[src/hdl/mrtu_pkg.sv]
`timescale 1ns / 1ps
// shared types, codes and the crc-16 byte step of the modbus rtu master
package mrtu_pkg;

    localparam logic [1:0] CMD_READ  = 2'd0;
    localparam logic [1:0] CMD_WRITE = 2'd1;
    localparam logic [1:0] CMD_RESP  = 2'd2;
    localparam logic [1:0] CMD_LINK  = 2'd3;

    localparam logic [2:0] LINK_OK      = 3'd0;
    localparam logic [2:0] LINK_TIMEOUT = 3'd1;
    localparam logic [2:0] LINK_PARAM   = 3'd2;
    localparam logic [2:0] LINK_RETRY   = 3'd3;
    localparam logic [2:0] LINK_BUSY    = 3'd4;

    localparam logic [3:0] ST_OK        = 4'd0;
    localparam logic [3:0] ST_PARAM     = 4'd1;
    localparam logic [3:0] ST_TIMEOUT   = 4'd2;
    localparam logic [3:0] ST_CRC       = 4'd3;
    localparam logic [3:0] ST_SLAVE     = 4'd4;
    localparam logic [3:0] ST_FUNCTION  = 4'd5;
    localparam logic [3:0] ST_EXCEPTION = 4'd6;
    localparam logic [3:0] ST_LENGTH    = 4'd7;
    localparam logic [3:0] ST_BUSY      = 4'd8;

    localparam logic KIND_FRAME  = 1'b0;
    localparam logic KIND_STATUS = 1'b1;

    localparam logic [7:0]  FUNC_READ   = 8'h03;
    localparam logic [7:0]  FUNC_WRITE  = 8'h06;
    localparam logic [7:0]  FUNC_EXC    = 8'h80;
    localparam logic [15:0] READ_QTY    = 16'h0001;
    localparam logic [7:0]  READ_BCOUNT = 8'h02;
    localparam logic [7:0]  SID_MAX     = 8'd247;

    localparam logic [15:0] CRC_INIT = 16'hFFFF;
    localparam logic [15:0] CRC_POLY = 16'hA001;

    localparam int          REQ_LEN      = 8;
    localparam int          IDX_W        = 3;
    localparam logic [2:0]  REQ_CRC_POS  = 3'd6;
    localparam logic [2:0]  REQ_LAST_POS = 3'd7;

    localparam int Q_DEPTH = 4;
    localparam int Q_PTR_W = 2;
    localparam int Q_CNT_W = 3;

    typedef struct packed {
        logic [1:0]  cmd;
        logic [7:0]  slave_address;
        logic [15:0] register_address;
        logic [15:0] write_value;
        logic [7:0]  rx_byte;
        logic        rx_last;
        logic [2:0]  link_status;
    } item_t;

    typedef struct packed {
        logic        kind;
        logic [7:0]  tx_byte;
        logic        last;
        logic [3:0]  status;
        logic [15:0] read_value;
        logic [7:0]  exc_code;
    } result_t;

    typedef struct packed {
        logic        is_req;
        logic [7:0]  sid;
        logic [7:0]  func;
        logic [15:0] addr;
        logic [15:0] data;
        logic [3:0]  status;
        logic [15:0] val;
        logic [7:0]  exc;
    } job_t;

    function automatic logic [15:0] crc_byte(input logic [15:0] crc_in, input logic [7:0] b);
        logic [15:0] c;
        c = crc_in ^ {8'h00, b};
        for (int i = 0; i < 8; i++)
        begin
            if (c[0])
                c = (c >> 1) ^ CRC_POLY;
            else
                c = c >> 1;
        end
        return c;
    endfunction

endpackage

[src/hdl/mrtu_queue.sv]
`timescale 1ns / 1ps
// short job queue between the front end and the back end
module mrtu_queue
(
    input  logic          clk,
    input  logic          rst_n,
    input  logic          push,
    input  mrtu_pkg::job_t push_job,
    output logic          full,
    input  logic          pop,
    output mrtu_pkg::job_t pop_job,
    output logic          empty
);

    mrtu_pkg::job_t                 slot_reg [mrtu_pkg::Q_DEPTH];
    logic [mrtu_pkg::Q_PTR_W-1:0]   wr_ptr_reg;
    logic [mrtu_pkg::Q_PTR_W-1:0]   rd_ptr_reg;
    logic [mrtu_pkg::Q_CNT_W-1:0]   count_reg;
    logic [mrtu_pkg::Q_CNT_W-1:0]   count_next;

    assign full    = (count_reg == mrtu_pkg::Q_CNT_W'(mrtu_pkg::Q_DEPTH));
    assign empty   = (count_reg == '0);
    assign pop_job = slot_reg[rd_ptr_reg];

    always_comb
    begin
        count_next = count_reg;
        if (push && !pop)
            count_next = count_reg + 1'b1;
        else if (pop && !push)
            count_next = count_reg - 1'b1;
    end

    always_ff @(posedge clk or negedge rst_n)
    begin
        if (!rst_n)
        begin
            wr_ptr_reg <= '0;
            rd_ptr_reg <= '0;
            count_reg  <= '0;
        end
        else
        begin
            if (push)
                wr_ptr_reg <= wr_ptr_reg + 1'b1;
            if (pop)
                rd_ptr_reg <= rd_ptr_reg + 1'b1;
            count_reg <= count_next;
        end
    end

    always_ff @(posedge clk)
    begin
        if (push)
            slot_reg[wr_ptr_reg] <= push_job;
    end

    ap_no_overflow: assert property (@(posedge clk) disable iff (!rst_n)
        push |-> !full || pop)
        else $error("queue push while full");

    ap_no_underflow: assert property (@(posedge clk) disable iff (!rst_n)
        pop |-> !empty)
        else $error("queue pop while empty");

    ap_count_range: assert property (@(posedge clk) disable iff (!rst_n)
        count_reg <= mrtu_pkg::Q_CNT_W'(mrtu_pkg::Q_DEPTH))
        else $error("queue count out of range");

endmodule

[src/hdl/mrtu_front.sv]
`timescale 1ns / 1ps
// front end: accepts transactions, tracks the response and queues jobs
module mrtu_front
#(
    parameter int RX_MAX_LEN = 256
)
(
    input  logic           clk,
    input  logic           rst_n,
    input  logic           item_valid,
    output logic           item_stall,
    input  mrtu_pkg::item_t item,
    input  logic           q_full,
    output logic           push,
    output mrtu_pkg::job_t push_job
);

    localparam int CNT_W = $clog2(RX_MAX_LEN + 1);
    localparam logic [CNT_W-1:0] MAX_CNT = CNT_W'(RX_MAX_LEN);

    logic [7:0]       req_sid_reg,  req_sid_next;
    logic [7:0]       req_func_reg, req_func_next;
    logic [15:0]      req_addr_reg, req_addr_next;
    logic [15:0]      req_data_reg, req_data_next;
    logic [CNT_W-1:0] rx_count_reg, rx_count_next;
    logic [15:0]      rx_crc_reg,   rx_crc_next;
    logic [15:0]      rx_delay_reg, rx_delay_next;
    logic [7:0]       head_reg  [8];
    logic [7:0]       head_next [8];

    logic [CNT_W-1:0] cnt_upd;
    logic [15:0]      crc_upd;
    logic [15:0]      delay_upd;
    logic [7:0]       head_upd [8];
    logic [15:0]      got;
    logic [3:0]       v_status;
    logic [15:0]      v_val;
    logic [7:0]       v_exc;
    logic             accept;

    assign item_stall = q_full;
    assign accept     = item_valid && !q_full;

    // receiver update for one response byte
    always_comb
    begin
        cnt_upd   = rx_count_reg;
        crc_upd   = rx_crc_reg;
        delay_upd = rx_delay_reg;
        head_upd  = head_reg;
        if (rx_count_reg < MAX_CNT)
        begin
            if (rx_count_reg >= CNT_W'(2))
                crc_upd = mrtu_pkg::crc_byte(rx_crc_reg, rx_delay_reg[15:8]);
            delay_upd = {rx_delay_reg[7:0], item.rx_byte};
            if (rx_count_reg < CNT_W'(8))
                head_upd[rx_count_reg[2:0]] = item.rx_byte;
            cnt_upd = rx_count_reg + 1'b1;
        end
    end

    // response check in priority order
    always_comb
    begin
        got      = {delay_upd[7:0], delay_upd[15:8]};
        v_status = mrtu_pkg::ST_OK;
        v_val    = '0;
        v_exc    = '0;
        if (cnt_upd < CNT_W'(4))
            v_status = mrtu_pkg::ST_LENGTH;
        else if (got != crc_upd)
            v_status = mrtu_pkg::ST_CRC;
        else if (head_upd[1][7])
        begin
            if (cnt_upd != CNT_W'(5) || head_upd[1] != (req_func_reg | mrtu_pkg::FUNC_EXC))
                v_status = mrtu_pkg::ST_FUNCTION;
            else if (head_upd[0] != req_sid_reg)
                v_status = mrtu_pkg::ST_SLAVE;
            else
            begin
                v_status = mrtu_pkg::ST_EXCEPTION;
                v_exc    = head_upd[2];
            end
        end
        else if (head_upd[0] != req_sid_reg)
            v_status = mrtu_pkg::ST_SLAVE;
        else if (head_upd[1] != req_func_reg)
            v_status = mrtu_pkg::ST_FUNCTION;
        else if (req_func_reg == mrtu_pkg::FUNC_READ)
        begin
            if (cnt_upd != CNT_W'(7) || head_upd[2] != mrtu_pkg::READ_BCOUNT)
                v_status = mrtu_pkg::ST_LENGTH;
            else
                v_val = {head_upd[3], head_upd[4]};
        end
        else if (req_func_reg == mrtu_pkg::FUNC_WRITE)
        begin
            // crc bytes of the echo follow from a good crc and equal body bytes
            if (cnt_upd != CNT_W'(8))
                v_status = mrtu_pkg::ST_LENGTH;
            else if (head_upd[2] != req_addr_reg[15:8] || head_upd[3] != req_addr_reg[7:0]
                     || head_upd[4] != req_data_reg[15:8] || head_upd[5] != req_data_reg[7:0])
                v_status = mrtu_pkg::ST_FUNCTION;
        end
    end

    always_comb
    begin
        req_sid_next  = req_sid_reg;
        req_func_next = req_func_reg;
        req_addr_next = req_addr_reg;
        req_data_next = req_data_reg;
        rx_count_next = rx_count_reg;
        rx_crc_next   = rx_crc_reg;
        rx_delay_next = rx_delay_reg;
        head_next     = head_reg;
        push          = 1'b0;
        push_job      = '0;
        if (accept)
        begin
            case (item.cmd)
                mrtu_pkg::CMD_READ, mrtu_pkg::CMD_WRITE:
                begin
                    push = 1'b1;
                    if (item.slave_address == 8'd0 || item.slave_address > mrtu_pkg::SID_MAX)
                    begin
                        push_job.is_req = 1'b0;
                        push_job.status = mrtu_pkg::ST_PARAM;
                    end
                    else
                    begin
                        req_sid_next  = item.slave_address;
                        req_func_next = (item.cmd == mrtu_pkg::CMD_READ) ?
                                        mrtu_pkg::FUNC_READ : mrtu_pkg::FUNC_WRITE;
                        req_addr_next = item.register_address;
                        req_data_next = (item.cmd == mrtu_pkg::CMD_READ) ?
                                        mrtu_pkg::READ_QTY : item.write_value;
                        rx_count_next = '0;
                        rx_crc_next   = mrtu_pkg::CRC_INIT;
                        rx_delay_next = '0;
                        push_job.is_req = 1'b1;
                        push_job.sid    = req_sid_next;
                        push_job.func   = req_func_next;
                        push_job.addr   = req_addr_next;
                        push_job.data   = req_data_next;
                    end
                end
                mrtu_pkg::CMD_RESP:
                begin
                    head_next = head_upd;
                    if (item.rx_last)
                    begin
                        push            = 1'b1;
                        push_job.status = v_status;
                        push_job.val    = v_val;
                        push_job.exc    = v_exc;
                        rx_count_next   = '0;
                        rx_crc_next     = mrtu_pkg::CRC_INIT;
                        rx_delay_next   = '0;
                    end
                    else
                    begin
                        rx_count_next = cnt_upd;
                        rx_crc_next   = crc_upd;
                        rx_delay_next = delay_upd;
                    end
                end
                mrtu_pkg::CMD_LINK:
                begin
                    if (item.link_status != mrtu_pkg::LINK_OK)
                    begin
                        push = 1'b1;
                        case (item.link_status)
                            mrtu_pkg::LINK_PARAM: push_job.status = mrtu_pkg::ST_PARAM;
                            mrtu_pkg::LINK_RETRY: push_job.status = mrtu_pkg::ST_LENGTH;
                            mrtu_pkg::LINK_BUSY:  push_job.status = mrtu_pkg::ST_BUSY;
                            default:              push_job.status = mrtu_pkg::ST_TIMEOUT;
                        endcase
                        rx_count_next = '0;
                        rx_crc_next   = mrtu_pkg::CRC_INIT;
                        rx_delay_next = '0;
                    end
                end
                default:
                begin
                    push = 1'b0;
                end
            endcase
        end
    end

    always_ff @(posedge clk or negedge rst_n)
    begin
        if (!rst_n)
        begin
            req_func_reg <= '0;
            rx_count_reg <= '0;
            rx_crc_reg   <= mrtu_pkg::CRC_INIT;
            rx_delay_reg <= '0;
        end
        else
        begin
            req_func_reg <= req_func_next;
            rx_count_reg <= rx_count_next;
            rx_crc_reg   <= rx_crc_next;
            rx_delay_reg <= rx_delay_next;
        end
    end

    always_ff @(posedge clk)
    begin
        req_sid_reg  <= req_sid_next;
        req_addr_reg <= req_addr_next;
        req_data_reg <= req_data_next;
        head_reg     <= head_next;
    end

endmodule

[src/hdl/mrtu_back.sv]
`timescale 1ns / 1ps
// back end: serial crc frame builder and result register
module mrtu_back
(
    input  logic             clk,
    input  logic             rst_n,
    input  logic             q_empty,
    output logic             pop,
    input  mrtu_pkg::job_t   pop_job,
    output logic             result_valid,
    input  logic             result_stall,
    output mrtu_pkg::result_t result
);

    logic                         busy_reg, busy_next;
    logic [mrtu_pkg::IDX_W-1:0]   idx_reg,  idx_next;
    logic [15:0]                  crc_reg,  crc_next;
    mrtu_pkg::job_t               hold_reg, hold_next;
    logic                         result_valid_reg, result_valid_next;
    mrtu_pkg::result_t            result_reg, result_next;
    logic                         adv;
    logic [7:0]                   cur_byte;

    assign result_valid = result_valid_reg;
    assign result       = result_reg;

    always_comb
    begin
        case (idx_reg)
            3'd0:    cur_byte = hold_reg.sid;
            3'd1:    cur_byte = hold_reg.func;
            3'd2:    cur_byte = hold_reg.addr[15:8];
            3'd3:    cur_byte = hold_reg.addr[7:0];
            3'd4:    cur_byte = hold_reg.data[15:8];
            3'd5:    cur_byte = hold_reg.data[7:0];
            3'd6:    cur_byte = crc_reg[7:0];
            3'd7:    cur_byte = crc_reg[15:8];
            default: cur_byte = 8'h00;
        endcase
    end

    always_comb
    begin
        adv               = !result_valid_reg || !result_stall;
        pop               = adv && !busy_reg && !q_empty;
        busy_next         = busy_reg;
        idx_next          = idx_reg;
        crc_next          = crc_reg;
        hold_next         = hold_reg;
        result_valid_next = result_valid_reg;
        result_next       = result_reg;
        if (adv)
        begin
            result_valid_next = 1'b0;
            if (busy_reg)
            begin
                result_valid_next   = 1'b1;
                result_next         = '0;
                result_next.kind    = mrtu_pkg::KIND_FRAME;
                result_next.tx_byte = cur_byte;
                result_next.last    = (idx_reg == mrtu_pkg::REQ_LAST_POS);
                result_next.status  = mrtu_pkg::ST_OK;
                if (idx_reg < mrtu_pkg::REQ_CRC_POS)
                    crc_next = mrtu_pkg::crc_byte(crc_reg, cur_byte);
                idx_next = idx_reg + 1'b1;
                if (idx_reg == mrtu_pkg::REQ_LAST_POS)
                    busy_next = 1'b0;
            end
            else if (!q_empty)
            begin
                result_valid_next = 1'b1;
                result_next       = '0;
                if (pop_job.is_req)
                begin
                    hold_next           = pop_job;
                    busy_next           = 1'b1;
                    idx_next            = mrtu_pkg::IDX_W'(1);
                    crc_next            = mrtu_pkg::crc_byte(mrtu_pkg::CRC_INIT, pop_job.sid);
                    result_next.kind    = mrtu_pkg::KIND_FRAME;
                    result_next.tx_byte = pop_job.sid;
                    result_next.last    = 1'b0;
                    result_next.status  = mrtu_pkg::ST_OK;
                end
                else
                begin
                    result_next.kind       = mrtu_pkg::KIND_STATUS;
                    result_next.last       = 1'b1;
                    result_next.status     = pop_job.status;
                    result_next.read_value = pop_job.val;
                    result_next.exc_code   = pop_job.exc;
                end
            end
        end
    end

    always_ff @(posedge clk or negedge rst_n)
    begin
        if (!rst_n)
        begin
            busy_reg         <= 1'b0;
            idx_reg          <= '0;
            crc_reg          <= mrtu_pkg::CRC_INIT;
            result_valid_reg <= 1'b0;
        end
        else
        begin
            busy_reg         <= busy_next;
            idx_reg          <= idx_next;
            crc_reg          <= crc_next;
            result_valid_reg <= result_valid_next;
        end
    end

    always_ff @(posedge clk)
    begin
        hold_reg   <= hold_next;
        result_reg <= result_next;
    end

    ap_frame_status_ok: assert property (@(posedge clk) disable iff (!rst_n)
        result_valid_reg && result_reg.kind == mrtu_pkg::KIND_FRAME
        |-> result_reg.status == mrtu_pkg::ST_OK)
        else $error("frame byte carries a status");

    ap_busy_idx: assert property (@(posedge clk) disable iff (!rst_n)
        busy_reg |-> idx_reg != '0)
        else $error("busy with first frame byte not yet sent");

    ap_frame_start: assert property (@(posedge clk) disable iff (!rst_n)
        $rose(busy_reg) |-> result_valid_reg && result_reg.kind == mrtu_pkg::KIND_FRAME
                            && !result_reg.last)
        else $error("frame started without its first byte");

endmodule

[src/hdl/modbus_rtu_master_transaction_top.sv]
`timescale 1ns / 1ps
// top level of the modbus rtu master transaction block
// A read or write request with a valid slave id comes out as eight frame bytes, one per cycle
// while the result port is not stalled; the back end runs the CRC-16 one byte per cycle as the
// bytes go out. Response bytes and link events are taken one per cycle while the queue is not
// full, the response CRC and checks run in the front end, and each status is a single result. A
// four-entry job queue sits between front and back, so input keeps flowing while a frame is
// being sent or a result is stalled; the input stalls only when that queue is full. Results
// leave through a registered output stage. No clearing pass after reset.
module modbus_rtu_master_transaction_top
#(
    parameter int RX_MAX_LEN = 256
)
(
    input  logic              clk,
    input  logic              rst_n,
    input  logic              item_valid,
    output logic              item_stall,
    input  mrtu_pkg::item_t   item,
    output logic              result_valid,
    input  logic              result_stall,
    output mrtu_pkg::result_t result
);

    logic           q_push;
    logic           q_full;
    logic           q_pop;
    logic           q_empty;
    mrtu_pkg::job_t q_in_job;
    mrtu_pkg::job_t q_out_job;

    mrtu_front #(
        .RX_MAX_LEN (RX_MAX_LEN)
    ) u_front (
        .clk        (clk),
        .rst_n      (rst_n),
        .item_valid (item_valid),
        .item_stall (item_stall),
        .item       (item),
        .q_full     (q_full),
        .push       (q_push),
        .push_job   (q_in_job)
    );

    mrtu_queue u_queue (
        .clk      (clk),
        .rst_n    (rst_n),
        .push     (q_push),
        .push_job (q_in_job),
        .full     (q_full),
        .pop      (q_pop),
        .pop_job  (q_out_job),
        .empty    (q_empty)
    );

    mrtu_back u_back (
        .clk          (clk),
        .rst_n        (rst_n),
        .q_empty      (q_empty),
        .pop          (q_pop),
        .pop_job      (q_out_job),
        .result_valid (result_valid),
        .result_stall (result_stall),
        .result       (result)
    );

endmodule

[config.mk]
export PLATFORM = sky130hd
export DESIGN_NAME = modbus_rtu_master_transaction_top
export DESIGN_NICKNAME = d
export VERILOG_FILES = /design/src/hdl/mrtu_pkg.sv /design/src/hdl/mrtu_queue.sv /design/src/hdl/mrtu_front.sv /design/src/hdl/mrtu_back.sv /design/src/hdl/modbus_rtu_master_transaction_top.sv
export SDC_FILE = /design/constraint.sdc
export NUM_CORES = 1
export LEC_CHECK = 0
export ABC_AREA = 1
export BUFFER_PORTS_ARGS = -buffer_cell sky130_fd_sc_hd__buf_4
export CAP_MARGIN = 15
export CORE_UTILIZATION = 50
export DETAILED_ROUTE_END_ITERATION = 16
export MAX_ROUTING_LAYER = met4
export PLACE_DENSITY = 0.78
export SETUP_SLACK_MARGIN = 0.2
export SYNTH_ARGS = -nofsm -noshare
export SYNTH_HDL_FRONTEND = slang
export SYNTH_SLANG_ARGS = --single-unit
[constraint.sdc]
create_clock -name clk -period 10.48 [get_ports clk]
set_input_delay 0.524 -clock clk [delete_from_list [all_inputs] [get_ports clk]]
set_output_delay 0.524 -clock clk [all_outputs]
set_load 0.02 [all_outputs]
==> out/results.tsv <==
metric	value	unit
H-tree depth	2	
io pins	98	
Starting Density	50.6	%
number of global-route vias before repair	16600	
cts repair resizes	0	
Max stage delay on crit path	0.70	ns
NetSw	0.00262	W
Hold Vio Cnt, Final	0	
Buf/Inv on CP	3	
clock power share	26.7	%
maxcap violations	0	
WHS Path Cells	1	
Clock Root Buffer	clkbuf_16	
post-DP HPWL	40.8	mm
synthesized instance count	2418	
CP startpoint kind	flip-flop	
IR Drop Worst-Case VDD	0.000144	V
Ys Warns	0	
CP required	10.81	ns
Clock Sinks	525	
sequential power share	41.5	%
gr ovfl total	0	
Reg2Reg Setup Slack	6.27	ns
normalized max-slew margin	28.5	%
most utilized layer in the global route result	met2	
Post CTS Setup Buffer Count	0	
post-synthesis async set-or-reset flop share	13.7	%
IO buf count	97	
Worst-Margin Slew	1.07	ns
sw frac	36.5	%
synth unique cells	54	
Die Area	49100	µm²
crit share post-route	40.1	%
Worst R2R Start	u_front.rx_count_reg[8]	
Die H	222	µm
Syn Nets	2489	
number of vias per cell	5.62	
CTS tree	built	
Iter 0 DRT Violations	2140	
Hold Crit Class	in2reg	
Final GP Congestion	0.959	
share of cells above drive strength 1	11.7	%
met1 Usage GRT	36.5	%
Internal Power	0.00455	W
register area share after synthesis	64.0	%
min cycle time layout	4.21	ns
P_leak	11.2	nW
First-pass DRT Iterations	8	
Crit. End Element	flip-flop	
Avg Inst Size Synth	9.98	µm²
synthesis-stage register bit count	525	
first-pass GRT wire length	95.5	mm
ys flop type	edfxtp_1	
DR DRC count	0	
initial antenna violation count	2	
unrepaired setup endpoints after global routing	false	
clock tree buffer depth	3	
Reg2Reg Capture Point	u_queue.slot_reg[2][20]	
GRT Util Overall	26.0	%
Layout area overhead	12.7	%
CP delay by family, top	simple AND/OR/NAND/NOR gates	
r2r worst-path depth	12	
clock-pin slew on the worst setup and hold paths	0.06	ns
M3 GR Usage	3.99	%
Final Power	0.00717	W
routed wire length	62.2	mm
Skew-Pair Late Insertion Delay	0.62	ns
Comb power frac	31.8	%
EDFF count, synth	453	
via count	17700	
largest net degree at the start of global routing	106	
status	completed	
Largest register FFs	284	
met2 GRT Util	39.5	%
antenna-violating nets left	0	
Crit Path Class	reg2reg	
core area	47600	µm²
Power Dens Cells	264	nW/µm²
critical path's slowest cell	nor2_4	
Pins Over Slew Limit	0	
CTS buffer count	51	
routed len/inst	19.7	µm
Site Rows	80	
Die Wd	222	µm
CP arrival	4.53	ns
clk_skew	0.0261	ns
CP cell instances	buf_4, nor2_2, nand2_4, nor2_4, nand2_1, nand2_1, inv_1, nor4_1, nand4_1, nor3_2, inv_1, nor3_2	
hold worst-path end	u_front.req_addr_reg[6]	
Hold-fix buffers, CTS	1	
TNS Setup	0	ns
Setup Viol. Count Final	0	
synthesized area	24100	µm²
FMAX	0.238	GHz
HP Start	item[34]	
Worst Path Max Fanout	39	
Layout Nets	2566	
[power by group through the flow]
| stage | clock, W | sequential (W) | combinational [W] |
|---|---|---|---|
| after floorplan | 0 | 0.00301 | 0.00151 |
| after global placement | 0 | 0.00299 | 0.00218 |
| after detailed placement | 0 | 0.00301 | 0.00224 |
| after CTS | 0.00193 | 0.00297 | 0.00226 |
| after global routing | 0.00201 | 0.00301 | 0.00253 |
| final | 0.00192 | 0.00297 | 0.00228 |
[Yosys cell counts (9+ instances only)]
library cell	n	share of area, %
o22ai_1	69	1.8
or2_2	9	0.23
edfxtp_1	453	56
buf_2	13	0.27
ha_1	12	0.62
dfrtp_1	40	4.1
nor3_1	29	0.60
o21ai_0	208	4.3
nand4_1	9	0.23
o21ai_1	10	0.21
nand3b_1	13	0.40
a21oi_1	64	1.3
inv_1	286	4.4
xor2_1	27	0.98
a22oi_1	13	0.40
nor2_1	305	4.7
dfstp_2	32	3.5
xnor2_1	17	0.62
nand2_1	564	8.8
nand2_2	9	0.23
nor3_2	12	0.50
clkbuf_1	66	1.0
nand3_1	94	2.0
[through the flow]
| step | instances | util, % | hold WS, ns | cell area (µm²) | worst slack, ns |
|---|---|---|---|---|---|
| 4_1_cts | 3151 | 57.0 | 0.0879 | 27200 | 6.44 |
| 6_report | 3153 | 57.1 | 0.110 | 27200 | 6.27 |
| 3_5_place_dp | 3056 | 53.3 | 0.459 | 25400 | 6.58 |
| 2_1_floorplan | 2418 | - | 0.228 | 24100 | 6.01 |
| 5_1_grt | 3152 | 57.0 | 0.0973 | 27200 | 6.22 |
| 3_3_place_gp | 3056 | 53.3 | 0.459 | 25400 | 6.63 |
[metal layers]
metal,vias up,routed length [µm]
met2,876,28900
met4,0,1550
li1,8265,-
met1,8474,26000
met5,-,0
met3,106,5820
[area by class of cell]
class                   instances  area (µm²)
flip-flops and latches        525       15400
diodes                          2        5.00
fillers                      3875       20500
multi-input cells            1508        7230
clock inverters                41         467
repair buffers                118         888
clock buffers                  53        1280
inverters                     291        1090
well taps                     615         769
[logic make-up after synthesis]
group / count (synthesis) / share of synthesized area (%)
XOR/XNOR: 44 / 1.60
AND/OR/NAND/NOR: 1062 / 18.5
adder cells (fa/ha/maj): 13 / 0.705
multiplexers: 1 / 0.0467
flip-flops: 525 / 64.0
AO/OA/AOI/OAI: 388 / 8.88
buffers and inverters: 385 / 6.26
[worst max path at each step]
stage                                 start                       to  slack, ns  cells after the start
detailed placement  u_front.rx_count_reg[8]  u_queue.slot_reg[0][20]       6.58                     12
floorplan                        item_valid   u_queue.slot_reg[0][0]       6.01                      4
global route        u_front.rx_count_reg[8]  u_queue.slot_reg[2][20]       6.22                     12
finish              u_front.rx_count_reg[8]  u_queue.slot_reg[2][20]       6.27                     12
global placement    u_front.rx_count_reg[8]  u_queue.slot_reg[0][20]       6.63                     12
CTS                 u_front.rx_count_reg[8]  u_queue.slot_reg[2][20]       6.44                     12
[placed cells by master, fill, tap and decap left out, types with 4 or more instances in the layout]
cell	Yosys	layout
nand2_1	564	564
edfxtp_1	453	453
nor2_1	305	297
inv_1	286	284
o21ai_0	208	208
buf_4	3	117
nand3_1	94	94
o22ai_1	69	69
a21oi_1	64	64
clkbuf_16	0	51
dfrtp_1	40	38
dfstp_2	32	32
nor3_1	29	29
xor2_1	27	27
xnor2_1	17	17
nand3b_1	13	13
a22oi_1	13	13
clkinv_2	0	12
nor3_2	12	12
ha_1	12	12
o21ai_1	10	10
nor2_4	3	10
clkinv_1	1	10
or2_2	9	9
nand4_1	9	9
nand2_2	9	9
bufinv_16	0	8
inv_2	4	5
clkinv_4	0	5
a32oi_1	4	4
nor4_1	4	4
clkinvlp_4	0	4
No activity file was read; power rests on OpenSTA's default activity.
